==> src/design/midi_track_event_parser_defines.svh <==
// Assertion macros shared by the MIDI track event parser RTL.
// Depends on nothing; the asserting module must have clk_i and rst_ni in scope.
`ifndef MIDI_TRACK_EVENT_PARSER_DEFINES_SVH
`define MIDI_TRACK_EVENT_PARSER_DEFINES_SVH

// Concurrent check sampled on the rising clock edge, suspended while in reset.
`define MTEP_ASSERT(lbl, prop) \
  lbl: assert property (@(posedge clk_i) disable iff (!rst_ni) prop) \
    else $error("mtep assertion failed");

// Concurrent check that also holds during reset.
`define MTEP_ASSERT_ALWAYS(lbl, prop) \
  lbl: assert property (@(posedge clk_i) prop) \
    else $error("mtep assertion failed");

`endif

==> src/design/mtep_pkg.sv <==
// Package for the MIDI track event parser: widths, codes, parse phases and types.
// Depends on nothing.
`default_nettype none

package mtep_pkg;

  // Width of the tick counter and the delta accumulator.
  localparam int unsigned TIME_BITS = 32;
  localparam int unsigned ABS_BITS  = 32;

  // Byte values with a special meaning in the track stream.
  localparam logic [7:0] STATUS_MIN   = 8'h80;
  localparam logic [7:0] SYSTEM_MIN   = 8'hF0;
  localparam logic [7:0] SYSEX_START  = 8'hF0;
  localparam logic [7:0] SYSEX_END    = 8'hF7;
  localparam logic [7:0] META_STATUS  = 8'hFF;
  localparam logic [7:0] META_EOT     = 8'h2F;
  localparam logic [3:0] PROG_CHANGE  = 4'hC;
  localparam logic [3:0] CHAN_PRESS   = 4'hD;

  // Maximum number of bytes in a delta time.
  localparam logic [2:0] DELTA_MAX_BYTES = 3'd5;

  // Result kinds.
  localparam logic [1:0] KIND_EVENT = 2'd0;
  localparam logic [1:0] KIND_END   = 2'd1;
  localparam logic [1:0] KIND_ERROR = 2'd2;

  // Error codes.
  localparam logic [1:0] ERR_NONE       = 2'd0;
  localparam logic [1:0] ERR_NO_STATUS  = 2'd1;
  localparam logic [1:0] ERR_DELTA_LONG = 2'd2;

  // Parse phase, one-hot.
  typedef enum logic [8:0] {
    PH_DELTA     = 9'b000000001,
    PH_STATUS    = 9'b000000010,
    PH_DATA1     = 9'b000000100,
    PH_DATA2     = 9'b000001000,
    PH_META_TYPE = 9'b000010000,
    PH_META_LEN  = 9'b000100000,
    PH_META_SKIP = 9'b001000000,
    PH_SYSEX     = 9'b010000000,
    PH_HALT      = 9'b100000000
  } phase_e;

  // One result beat.
  typedef struct packed {
    logic [ABS_BITS-1:0] abs_time;
    logic [7:0]          status_byte;
    logic [7:0]          data_one;
    logic [7:0]          data_two;
    logic [1:0]          data_count;
    logic [1:0]          kind;
    logic [1:0]          error_code;
  } event_t;

  // Channel messages with a single data byte.
  function automatic logic one_data_byte(input logic [7:0] status);
    return (status[7:4] == PROG_CHANGE) || (status[7:4] == CHAN_PRESS);
  endfunction

endpackage

`default_nettype wire

==> src/design/mtep_byte_if.sv <==
// Input channel of the MIDI track event parser: one track byte per beat.
// Depends on mtep_pkg.
`default_nettype none

interface mtep_byte_if import mtep_pkg::*; ();
  logic       valid;
  logic       ready;
  logic [7:0] data_byte;
  logic       new_track;

  modport source (output valid, output data_byte, output new_track, input ready);
  modport sink   (input valid, input data_byte, input new_track, output ready);
endinterface

`default_nettype wire

==> src/design/mtep_event_if.sv <==
// Output channel of the MIDI track event parser: one decoded event per beat.
// Depends on mtep_pkg.
`default_nettype none

interface mtep_event_if import mtep_pkg::*; ();
  logic                valid;
  logic                ready;
  logic [ABS_BITS-1:0] abs_time;
  logic [7:0]          status_byte;
  logic [7:0]          data_one;
  logic [7:0]          data_two;
  logic [1:0]          data_count;
  logic [1:0]          kind;
  logic [1:0]          error_code;

  modport source (output valid, output abs_time, output status_byte, output data_one,
                  output data_two, output data_count, output kind, output error_code,
                  input ready);
  modport sink   (input valid, input abs_time, input status_byte, input data_one,
                  input data_two, input data_count, input kind, input error_code,
                  output ready);
endinterface

`default_nettype wire

==> src/design/midi_track_event_parser.sv <==
// MIDI track event parser: top level with the parse state machine and result register.
// Depends on mtep_pkg, mtep_byte_if, mtep_event_if and midi_track_event_parser_defines.svh.
//
// Usage:
//   in_i carries the bytes of a Standard MIDI File track, one byte per beat. A beat
//   with new_track set starts a track: the tick count and all parse state are cleared
//   and its byte is ignored. out_o carries one beat per channel or system event, one
//   for the end of the track (meta 2F) and one for an error; meta events and sysex
//   produce nothing. After an end of track or an error every byte is ignored until
//   the next new_track beat.
//   Latency: a result appears on out_o in the cycle after the byte that completes it.
//   Throughput: one byte per cycle unless out_o stalls; each byte step is a single
//   pass through the phase logic and the tick adder, ending in the output register.
//   Stall: while a result waits on out_o with ready low, in_i.ready is low; it is high
//   again in the cycle in which that result is taken, so no cycle is lost.
//   Reset: rst_ni is asynchronous and active low; it empties the output register and
//   puts the parser in the delta time phase with a zero tick count and no running
//   status, as a new_track beat does.
`default_nettype none
`include "midi_track_event_parser_defines.svh"

module midi_track_event_parser import mtep_pkg::*; (
  input  wire           clk_i,
  input  wire           rst_ni,
  mtep_byte_if.sink     in_i,
  mtep_event_if.source  out_o
);

  // Parse state.
  phase_e                phase_q, phase_d;
  logic [7:0]            run_status_q, run_status_d;
  logic [TIME_BITS-1:0]  delta_q, delta_d;
  logic [2:0]            delta_cnt_q, delta_cnt_d;
  logic [TIME_BITS-1:0]  tick_q, tick_d;
  logic [7:0]            first_data_q, first_data_d;
  logic [7:0]            meta_kind_q, meta_kind_d;
  logic [7:0]            meta_rem_q, meta_rem_d;

  // Result register.
  logic                  out_valid_q, out_valid_d;
  event_t                out_ev_q;

  logic                  in_accept;
  logic                  emit;
  event_t                ev;
  logic [TIME_BITS-1:0]  delta_shift;
  logic [2:0]            delta_cnt_inc;
  logic [7:0]            meta_rem_dec;
  logic [7:0]            b;

  // A new byte is taken whenever the result register is empty or being emptied.
  assign in_i.ready = !out_valid_q || out_o.ready;
  assign in_accept  = in_i.valid && in_i.ready;
  assign b          = in_i.data_byte;

  assign delta_shift   = {delta_q[TIME_BITS-8:0], b[6:0]};
  assign delta_cnt_inc = delta_cnt_q + 3'd1;
  assign meta_rem_dec  = meta_rem_q - 8'd1;

  // Byte step: next parse state and the result, if any.
  always_comb begin
    phase_d      = phase_q;
    run_status_d = run_status_q;
    delta_d      = delta_q;
    delta_cnt_d  = delta_cnt_q;
    tick_d       = tick_q;
    first_data_d = first_data_q;
    meta_kind_d  = meta_kind_q;
    meta_rem_d   = meta_rem_q;
    emit         = 1'b0;
    ev           = '{abs_time:    ABS_BITS'(tick_q),
                     status_byte: 8'h00,
                     data_one:    8'h00,
                     data_two:    8'h00,
                     data_count:  2'd0,
                     kind:        KIND_EVENT,
                     error_code:  ERR_NONE};

    if (in_i.new_track) begin
      phase_d      = PH_DELTA;
      run_status_d = 8'h00;
      delta_d      = '0;
      delta_cnt_d  = 3'd0;
      tick_d       = '0;
      first_data_d = 8'h00;
      meta_kind_d  = 8'h00;
      meta_rem_d   = 8'h00;
    end else begin
      unique case (phase_q) inside
        PH_DELTA: begin
          if (b < STATUS_MIN) begin
            tick_d      = tick_q + delta_shift;
            delta_d     = '0;
            delta_cnt_d = 3'd0;
            phase_d     = PH_STATUS;
          end else begin
            delta_d     = delta_shift;
            delta_cnt_d = delta_cnt_inc;
            if (delta_cnt_inc >= DELTA_MAX_BYTES) begin
              phase_d       = PH_HALT;
              emit          = 1'b1;
              ev.kind       = KIND_ERROR;
              ev.error_code = ERR_DELTA_LONG;
            end
          end
        end

        PH_STATUS: begin
          if (b >= STATUS_MIN) begin
            if (b < SYSTEM_MIN) begin
              run_status_d = b;
              phase_d      = PH_DATA1;
            end else begin
              // Every system status cancels the running status.
              run_status_d = 8'h00;
              if (b == META_STATUS) begin
                phase_d = PH_META_TYPE;
              end else if (b == SYSEX_START) begin
                phase_d = PH_SYSEX;
              end else begin
                phase_d        = PH_DELTA;
                emit           = 1'b1;
                ev.status_byte = b;
              end
            end
          end else if (run_status_q == 8'h00) begin
            phase_d       = PH_HALT;
            emit          = 1'b1;
            ev.kind       = KIND_ERROR;
            ev.error_code = ERR_NO_STATUS;
          end else begin
            // Running status: this byte is already the first data byte.
            first_data_d = b;
            if (one_data_byte(run_status_q)) begin
              phase_d        = PH_DELTA;
              emit           = 1'b1;
              ev.status_byte = run_status_q;
              ev.data_one    = b;
              ev.data_count  = 2'd1;
            end else begin
              phase_d = PH_DATA2;
            end
          end
        end

        PH_DATA1: begin
          first_data_d = b;
          if (one_data_byte(run_status_q)) begin
            phase_d        = PH_DELTA;
            emit           = 1'b1;
            ev.status_byte = run_status_q;
            ev.data_one    = b;
            ev.data_count  = 2'd1;
          end else begin
            phase_d = PH_DATA2;
          end
        end

        PH_DATA2: begin
          phase_d        = PH_DELTA;
          emit           = 1'b1;
          ev.status_byte = run_status_q;
          ev.data_one    = first_data_q;
          ev.data_two    = b;
          ev.data_count  = 2'd2;
        end

        PH_META_TYPE: begin
          meta_kind_d = b;
          phase_d     = PH_META_LEN;
        end

        PH_META_LEN, PH_META_SKIP: begin
          // Length byte, then count down the meta payload.
          if (phase_q == PH_META_LEN) begin
            meta_rem_d = b;
          end else begin
            meta_rem_d = meta_rem_dec;
          end
          if (meta_rem_d != 8'h00) begin
            phase_d = PH_META_SKIP;
          end else if (meta_kind_q == META_EOT) begin
            phase_d        = PH_HALT;
            emit           = 1'b1;
            ev.status_byte = META_STATUS;
            ev.data_one    = META_EOT;
            ev.data_count  = 2'd1;
            ev.kind        = KIND_END;
          end else begin
            phase_d = PH_DELTA;
          end
        end

        PH_SYSEX: begin
          if (b == SYSEX_END) begin
            phase_d = PH_DELTA;
          end
        end

        PH_HALT: begin
          phase_d = PH_HALT;
        end

        default: begin
          phase_d = PH_HALT;
        end
      endcase
    end
  end

  // The result register fills on an accepted byte that completes an event and empties when its result is taken.
  always_comb begin
    out_valid_d = out_valid_q;
    if (in_accept) begin
      out_valid_d = emit;
    end else if (out_o.ready) begin
      out_valid_d = 1'b0;
    end
  end

  // Control state.
  always_ff @(posedge clk_i or negedge rst_ni) begin
    if (!rst_ni) begin
      phase_q      <= PH_DELTA;
      run_status_q <= 8'h00;
      delta_q      <= '0;
      delta_cnt_q  <= 3'd0;
      tick_q       <= '0;
      first_data_q <= 8'h00;
      meta_kind_q  <= 8'h00;
      meta_rem_q   <= 8'h00;
      out_valid_q  <= 1'b0;
    end else begin
      out_valid_q <= out_valid_d;
      if (in_accept) begin
        phase_q      <= phase_d;
        run_status_q <= run_status_d;
        delta_q      <= delta_d;
        delta_cnt_q  <= delta_cnt_d;
        tick_q       <= tick_d;
        first_data_q <= first_data_d;
        meta_kind_q  <= meta_kind_d;
        meta_rem_q   <= meta_rem_d;
      end
    end
  end

  // Result payload.
  always_ff @(posedge clk_i) begin
    if (in_accept && emit) begin
      out_ev_q <= ev;
    end
  end

  assign out_o.valid       = out_valid_q;
  assign out_o.abs_time    = out_ev_q.abs_time;
  assign out_o.status_byte = out_ev_q.status_byte;
  assign out_o.data_one    = out_ev_q.data_one;
  assign out_o.data_two    = out_ev_q.data_two;
  assign out_o.data_count  = out_ev_q.data_count;
  assign out_o.kind        = out_ev_q.kind;
  assign out_o.error_code  = out_ev_q.error_code;

  // A held result must block the input side.
  `MTEP_ASSERT(a_stall_blocks_input, (out_valid_q && !out_o.ready) |-> !in_i.ready)
  // Error beats carry a code and no data bytes.
  `MTEP_ASSERT(a_error_shape, (out_valid_q && (out_ev_q.kind == KIND_ERROR)) |->
    ((out_ev_q.error_code != ERR_NONE) && (out_ev_q.data_count == 2'd0)))
  // Once halted, only a track start leaves the halt phase.
  `MTEP_ASSERT(a_halt_sticks, (in_accept && !in_i.new_track && (phase_q == PH_HALT)) |=>
    (phase_q == PH_HALT))
  // End of track and errors leave the parser halted.
  `MTEP_ASSERT(a_final_halts, (in_accept && emit && (ev.kind != KIND_EVENT)) |=>
    (phase_q == PH_HALT))

endmodule

`default_nettype wire

==> src/flat_wrapper.sv <==
// flat-port wrapper written by rule: the top's interface ports become plain ports
module midi_track_event_parser_flat import mtep_pkg::*;
  (clk_i, rst_ni, in_i_valid, in_i_data_byte, in_i_new_track, in_i_ready, out_o_valid, out_o_abs_time, out_o_status_byte, out_o_data_one, out_o_data_two, out_o_data_count, out_o_kind, out_o_error_code, out_o_ready);
  mtep_byte_if in_i_i ();
  mtep_event_if out_o_i ();
  input  wire clk_i;
  input  wire rst_ni;
  input wire logic [$bits(in_i_i.valid)-1:0] in_i_valid;
  input wire logic [$bits(in_i_i.data_byte)-1:0] in_i_data_byte;
  input wire logic [$bits(in_i_i.new_track)-1:0] in_i_new_track;
  output wire logic [$bits(in_i_i.ready)-1:0] in_i_ready;
  output wire logic [$bits(out_o_i.valid)-1:0] out_o_valid;
  output wire logic [$bits(out_o_i.abs_time)-1:0] out_o_abs_time;
  output wire logic [$bits(out_o_i.status_byte)-1:0] out_o_status_byte;
  output wire logic [$bits(out_o_i.data_one)-1:0] out_o_data_one;
  output wire logic [$bits(out_o_i.data_two)-1:0] out_o_data_two;
  output wire logic [$bits(out_o_i.data_count)-1:0] out_o_data_count;
  output wire logic [$bits(out_o_i.kind)-1:0] out_o_kind;
  output wire logic [$bits(out_o_i.error_code)-1:0] out_o_error_code;
  input wire logic [$bits(out_o_i.ready)-1:0] out_o_ready;
  assign in_i_i.valid = in_i_valid;
  assign in_i_i.data_byte = in_i_data_byte;
  assign in_i_i.new_track = in_i_new_track;
  assign in_i_ready = in_i_i.ready;
  assign out_o_valid = out_o_i.valid;
  assign out_o_abs_time = out_o_i.abs_time;
  assign out_o_status_byte = out_o_i.status_byte;
  assign out_o_data_one = out_o_i.data_one;
  assign out_o_data_two = out_o_i.data_two;
  assign out_o_data_count = out_o_i.data_count;
  assign out_o_kind = out_o_i.kind;
  assign out_o_error_code = out_o_i.error_code;
  assign out_o_i.ready = out_o_ready;
  midi_track_event_parser u_core (.clk_i(clk_i), .rst_ni(rst_ni), .in_i(in_i_i), .out_o(out_o_i));
endmodule
==> config.mk <==
export PLATFORM = sky130hd
export DESIGN_NAME = midi_track_event_parser_flat
export DESIGN_NICKNAME = d
export VERILOG_FILES = /design/src/design/mtep_pkg.sv /design/src/design/mtep_byte_if.sv /design/src/design/mtep_event_if.sv /design/src/design/midi_track_event_parser.sv /design/src/flat_wrapper.sv
export VERILOG_INCLUDE_DIRS = /design/src /design/src/design
export SDC_FILE = /design/constraint.sdc
export NUM_CORES = 1
export LEC_CHECK = 0
export BUFFER_PORTS_ARGS = -buffer_cell sky130_fd_sc_hd__buf_2
export CAP_MARGIN = 20
export CORE_UTILIZATION = 45
export DETAILED_ROUTE_END_ITERATION = 8
export SYNTH_ARGS = -nofsm -noshare
export SYNTH_HDL_FRONTEND = slang
export SYNTH_SLANG_ARGS = --single-unit
==> constraint.sdc <==
create_clock -name clk_i -period 4.69 [get_ports clk_i]
set_input_delay 0.2345 -clock clk_i [delete_from_list [all_inputs] [get_ports clk_i]]
set_output_delay 0.2345 -clock clk_i [all_outputs]
set_load 0.01 [all_outputs]
Yosys cells after proc, flatten, opt, wreduce, memory -nomap -nowiden
Cells that the tools add are included.
W data, S select, Z words.

storage, ports and cells
  register bits after elaboration = 164
  bits in latches = 0
  bits in writable memories = 0
  ROM bits = 0
  input bits = 13
  output and inout bits = 64
  logic and storage cells = 138
  memories = 0

cells by class
  add/subtract/negate cells = 3
  multiply operators = 0
  divide/modulo/power cells = 0
  $lt $le $gt $ge = 4
  eq/ne operators = 18
  shift-type cells = 0
  muxes and demuxes = 72
  bitwise operators = 1
  reductions and logical operators = 24

operators with widths
  cell                  number
  $mux W8               20
  $mux W32              3
  $mux W9               10
  $mux W25              3
  $mux W16              4
  $pmux W16 S4          1
  $pmux W9 S7           1
  $add A32 B32 Y32      1
  $eq A8 B8 Y1 const B  3
  $mux W4               5
  $lt A8 B8 Y1 const B  2
  $pmux W8 S2           1
  $mux W1               14
  $reduce_bool A2 Y1    7
  $mux W3               4
  $eq A9 B1 Y1 const B  1
  $eq A9 B2 Y1 const B  1
  $eq A9 B3 Y1 const B  1
  $eq A9 B4 Y1 const B  1
  $eq A9 B5 Y1 const B  1
  $eq A9 B6 Y1 const B  1
  $eq A9 B7 Y1 const B  1
  $eq A9 B8 Y1 const B  1
  $ne A3 B3 Y1 const B  3
  other kinds (24)      32

Longest topological paths before layout
  depth after elaboration = 9
  depth in mapped cells = 12
  gate-level depth less buffers = 11

Least setup slack after synthesis
OpenSTA, ideal clock, no wires.

  path type = register to register
  start point = register u_core.phase_q[1]
  end point = register u_core.out_ev_q (netlist bit u_core.out_o.abs_time[0]) (enable)
  library setup time = 0.437 ns
  arrival = 3.647 ns
  data required time = 4.253 ns
  path slack = 0.607 ns
  cell stages (with the launch flop) = 9
  buffers on the path = 1
  clock period less this slack = 4.083 ns
  cell sequence = dfrtp_1 nor4_4 nand4_1 or3_1 o31ai_1 nand4_1 or3_1 buf_6 a311oi_4

between the ends
  longest elaborated chain between the ends = 9
  elaborated cells on any way between the ends = 15
  those cells by class = eq/ne (6); mux (6); reduce/logical (3)

ends and longest elaborated chain
  element                  line                            RTL
  from (decl)              midi_track_event_parser.sv:30   phase_e phase_q, phase_d;
  from (signal assigned)   midi_track_event_parser.sv:236  phase_q <= phase_d;
  $eq A9 B6 Y1             midi_track_event_parser.sv:175  if (phase_q == PH_META_LEN) begin
  $mux W8                  midi_track_event_parser.sv:175
  $mux W8                  midi_track_event_parser.sv:89   unique case (phase_q) inside
  $mux W8                  midi_track_event_parser.sv:79   if (in_i.new_track) begin
  $reduce_bool A8 Y1       midi_track_event_parser.sv:180  if (meta_rem_d != 8'h00) begin
  $mux W1                  midi_track_event_parser.sv:180
  $pmux W1 S5 (*)          midi_track_event_parser.sv:89
  $mux W1 (*)              midi_track_event_parser.sv:79
  $logic_and A1 B1 Y1 (*)  midi_track_event_parser.sv:250  if (in_accept && emit) begin
  to (signal assigned)     midi_track_event_parser.sv:251  out_ev_q <= ev;
  to (decl)                midi_track_event_parser.sv:41   event_t out_ev_q;

Mark *: on every way between the ends. The rest lies on a longest branch, timed or not. The select of a mux whose other input is x is not followed.
A chain may end at the register's enable or synchronous reset.

Worst setup path after layout
  start point = register u_core.phase_q[1]
  end point = register u_core.out_ev_q (netlist bit u_core.out_o.data_count[1]) (enable)

Same word-level chain as after synthesis.

==> results summary <==
The flow ran to the end, and the final reports show no timing, DRC or antenna violations. The critical path class is register to register. The portion of the clock cycle consumed by the worst path in the final layout came out at 0.844. The proportion of register bits with asynchronous set or reset after synthesis is 0.622. The number of gates resized after cts is 0. After clock tree synthesis, the flow added hold-fix buffers numbering 1. The initial antenna violation count is 0. The synthesized-area fraction occupied by and/or/nand/nor cells came out at 0.167.

The peak per-stage delay on the critical path is 640 ps. The number of cells in the finished layout apart from fillers came out at 1123. The number of top-level pins came out at 77. Of the total synthesized cell area, the portion taken by XOR and XNOR cells is 0.0337. The power density of the placed cells came out at 365 nW/um2. The half-perimeter wire length after detailed placement came out at between 10000 and 15000 um. The number of buffers and inverters on the critical path came out at 1.

The total number of yosys warnings is 0. The net count after synthesis came out at 865. The clock period minus worst slack is approximately 4000 ps. On the final layout, the worst clock skew is 9.87 ps.

During placement, the flow inserted port buffers numbering 76. For met1 alone, demand over resource in global routing was 0.345. The met3 track utilization from global routing is 0.0424. Across all hold checks on the routed design, the worst slack comes to 96.1 ps.

Among all stages on the critical path, the largest delay is contributed by or3_1. In this run the critical register-to-register path is captured at u_core.out_o.data_count[1]. The width of the die came out at 138 um. The number of max-capacitance violations reported came out at 0. The worst path arrival time is 4010 ps. The synthesized-area fraction occupied by ao, oa, aoi and oai cells is 0.160.

The post-synthesis average cell area came out at 10.2 um2. The portion of synthesized area spent on multiplexers is 0.0254. The relative slew slack is 0.384.

The post-synthesis adder-cell area fraction is 0.0536. In the synthesized netlist, the number of instances is a little over 800. The number of enable-type register cells in the synthesized netlist is 62. The buffer depth of the longest clock path came out at 2.

The area of the placeable core is between 15000 and 20000 um2. The actual transition at the worst max-transition pin came out at 924 ps. The family with the most delay on the worst path is simple AND/OR/NAND/NOR gates. The highest fanout seen on the critical path is 49. Among all flip-flop cells after synthesis, the most frequent one is dfrtp_1.

The final count of negative-setup-slack endpoints came out at 0. The area of the die came out at 19000 um2. The final routed wirelength across all metal layers is 20900 um.

In this run the most critical hold path is launched from out_o_ready. The TritonCTS buffer count came out at 17. The clock net in this run drives a total of 164 sinks. The number of failing hold endpoints at the final stage is 0. The maximum number of pins on one net before global-route repair is 54.

The number of distinct standard cells referenced by the synthesized netlist came out at 62. The signal on the critical path passes through nor4_4 > nand2_1 > nor2_2 > nor2_1 > a21oi_1 > nand4_1 > or3_1 > a311oi_4 > buf_4. The initial standard-cell utilization of the core is 0.461.

The number of placement rows is 49. The worst-case setup margin in the final layout is 734 ps. For this block, the initial DRC count from the detailed router was between 400 and 500. The achievable clock frequency is around 0.25 GHz.

STA classifies the critical path startpoint as a register. The overflow left after global routing is 0. The clock-pin slew on the worst setup and hold paths is approximately 70 ps. The hold path depth is 3.

The post-detailed-route wirelength per cell is 18.6 um. At the placement stage, the worst setup path has a slack of 767 ps. The number of setup buffers added after CTS is 0. The end of the worst hold path is u_core.out_o.valid.

The met2 routing resource usage after global routing came out at 0.337. For the final routed database, the setup TNS stands at 0 ps. TritonCTS built the clock tree. CTS placed an instance of clkbuf_16 at the clock tree root. The via density per instance came out at 5.69. The count of pins over their slew limit is 0. The post-route total power is 3.46 mW. The layout overhead on the synthesized area is 13.9%. The total vias in the final route is 6392. The startpoint identified for the worst register-to-register timing path is u_core.phase_q[1]. The number of levels the H-tree was split into is 4. The via count of the first global-routing pass came out at 6201.

The critical path required time came out at around 4700 ps. The proportion of layout cells with a drive suffix above 1 is 0.159. The maximum VDD drop is 0.266 mV. The floorplan step set the die height to 138 um.

The global placement routability congestion came out at 0.829. Setup repair after global routing left no endpoint under its margin. Counting buffers and inverters, the worst setup path is 9 cells deep. The wire length of the first global-routing pass came out at 33200 um.

The clock insertion delay at the later pin of the skew report came out at 420 ps. After synthesis, the largest family of logic cells by area is simple AND/OR/NAND/NOR gates. The sequential-to-total area share from yosys stat came out at 0.531. The synthesized area came out at 8310 um2. Synthesis inferred 164 register bits.

The antenna diode count is 0. The leakage component of the power is 4.07 nW. STA classifies the critical path endpoint as a register. At the end of the flow, the number of nets in the layout was 929. The count of cells along the worst register-to-register path came out at 9.

The detailed-router iteration count before antenna repair came out at 6. The number of nets still failing antenna checks after routing came out at 0. The min-delay analysis places its worst path in the category primary input to register.

Across every metal layer, demand over resource in global routing totals 0.233. The remaining routing DRC violations came out at 0. The cell total after placement came out at 1090. The slack of the worst reg-to-reg path is 730 ps. The layer with the highest usage is met1.
## worst max path at each step
stage | from | endpoint | slack, ps
5_1_grt | u_core.phase_q[1] | u_core.out_o.data_count[1] | 490
6_report | u_core.phase_q[1] | u_core.out_o.data_count[1] | 730
4_1_cts | u_core.phase_q[1] | u_core.out_o.kind[1] | 750
2_1_floorplan | u_core.phase_q[1] | u_core.out_o.abs_time[0] | 610
3_3_place_gp | u_core.phase_q[1] | u_core.out_o.data_two[5] | 940
3_5_place_dp | u_core.phase_q[1] | u_core.out_o.abs_time[29] | 770
## routing by layer
layer	wire (um)	part of all wire
met5	0	0
met4	383	0.018
met3	1060	0.051
met2	8920	0.43
met1	10500	0.50
## registers in the layout (all words and copies together), names as in the netlist
name and cells:
u_core.out_o.kind 2, u_core.delta_q 25, u_core.out_o.data_two 8, u_core.meta_rem_q 8, u_core.out_o.data_count 2, u_core.run_status_q 8
u_core.delta_cnt_q 3, u_core.meta_kind_q 8, u_core.out_o.status_byte 8, u_core.first_data_q 8, u_core.phase_q 9, u_core.tick_q 32
u_core.out_o.data_one 8, u_core.out_o.abs_time 32, u_core.out_o.error_code 2, u_core.out_o.valid 1
## placed cells by master, fill, tap and decap left out, types with 5 or more instances in the layout
cell type	Yosys	layout
nand2_1	150	150
dfrtp_1	101	101
o21ai_0	78	78
buf_2	5	75
edfxtp_1	62	62
a21oi_1	52	52
nor2_1	47	47
ha_1	34	34
inv_1	19	19
clkbuf_16	0	19
mux2_2	17	17
xnor2_1	16	16
xor2_1	16	16
o31ai_1	15	15
nand4_1	14	14
a31oi_1	13	13
nand3_1	12	12
nor2b_1	11	11
a21o_1	11	11
buf_4	0	8
nand3b_1	7	7
a22o_1	7	7
a22oi_1	7	7
nor3_1	6	6
or3_1	6	6
and2_1	6	6
and3b_1	5	5
o21bai_1	5	5
## synth_stat cells, drive strengths merged (2+ instances only)
library cell	number	share of area
a211oi	3	0.0027
xor2	16	0.017
a21oi	52	0.031
a22o	7	0.0074
buf	8	0.0062
and3b	5	0.0053
ha	34	0.051
or4	6	0.0063
or3	6	0.0045
nor2b	11	0.0083
a21boi	3	0.0027
nand3	12	0.0072
dfrtp	101	0.30
a22oi	7	0.0063
xnor2	16	0.017
or2	3	0.0023
a31oi	13	0.0098
mux2	17	0.023
o21ai	81	0.049
clkbuf	31	0.014
and3	4	0.0030
edfxtp	62	0.22
nand4	14	0.011
nor4	6	0.0081
nor3b	2	0.0018
and2	6	0.0045
a311oi	3	0.0053
nand3b	7	0.0063
nand2	150	0.068
nor2	49	0.023
o31ai	15	0.014
a21o	11	0.0099
a32o	3	0.0036
inv	19	0.0086
o211ai	2	0.0018
nor3	6	0.0036
nand2b	4	0.0030
mux2i	2	0.0024
o21bai	5	0.0045
o41ai	2	0.0021
## cell families after synthesis
group           Yosys count
simple gates            292
fa+ha+maj                35
xor+xnor                 32
flops                   164
mux                      19
buf+inv                  58
compound gates          217
## area by class of cell
class	instances	area, um2
clock inverter	8	62.6
timing repair buffer	84	445
multi-input combinational	595	3660
sequential	164	4420
clock buffer	24	524
fill	1654	8560
tap	229	287
inverter	19	71.3
## where the power goes
part | switching [mW] | internal [mW] | total [mW]
sequential | 0.0701 | 1.56 | 1.63
combinational | 0.296 | 0.167 | 0.463
clock | 0.576 | 0.788 | 1.36
## through the flow
| stage | util | cell area [um2] |
|---|---|---|
| final | 0.525 | 9470 |
| after global routing | 0.525 | 9470 |
| after CTS | 0.525 | 9470 |
| after detailed placement | 0.492 | 8870 |
| after global placement | 0.492 | 8870 |
| after floorplan | - | 8310 |
## worst reg2reg max path, stage by stage (launching register included)
cell and delay [ps]:
dfrtp_1 450, nor4_4 430, nand2_1 150, nor2_2 510, nor2_1 110, a21oi_1 180, nand4_1 160, or3_1 640
a311oi_4 320, buf_4 580
Note: power is estimated with default switching activity, not from simulation.
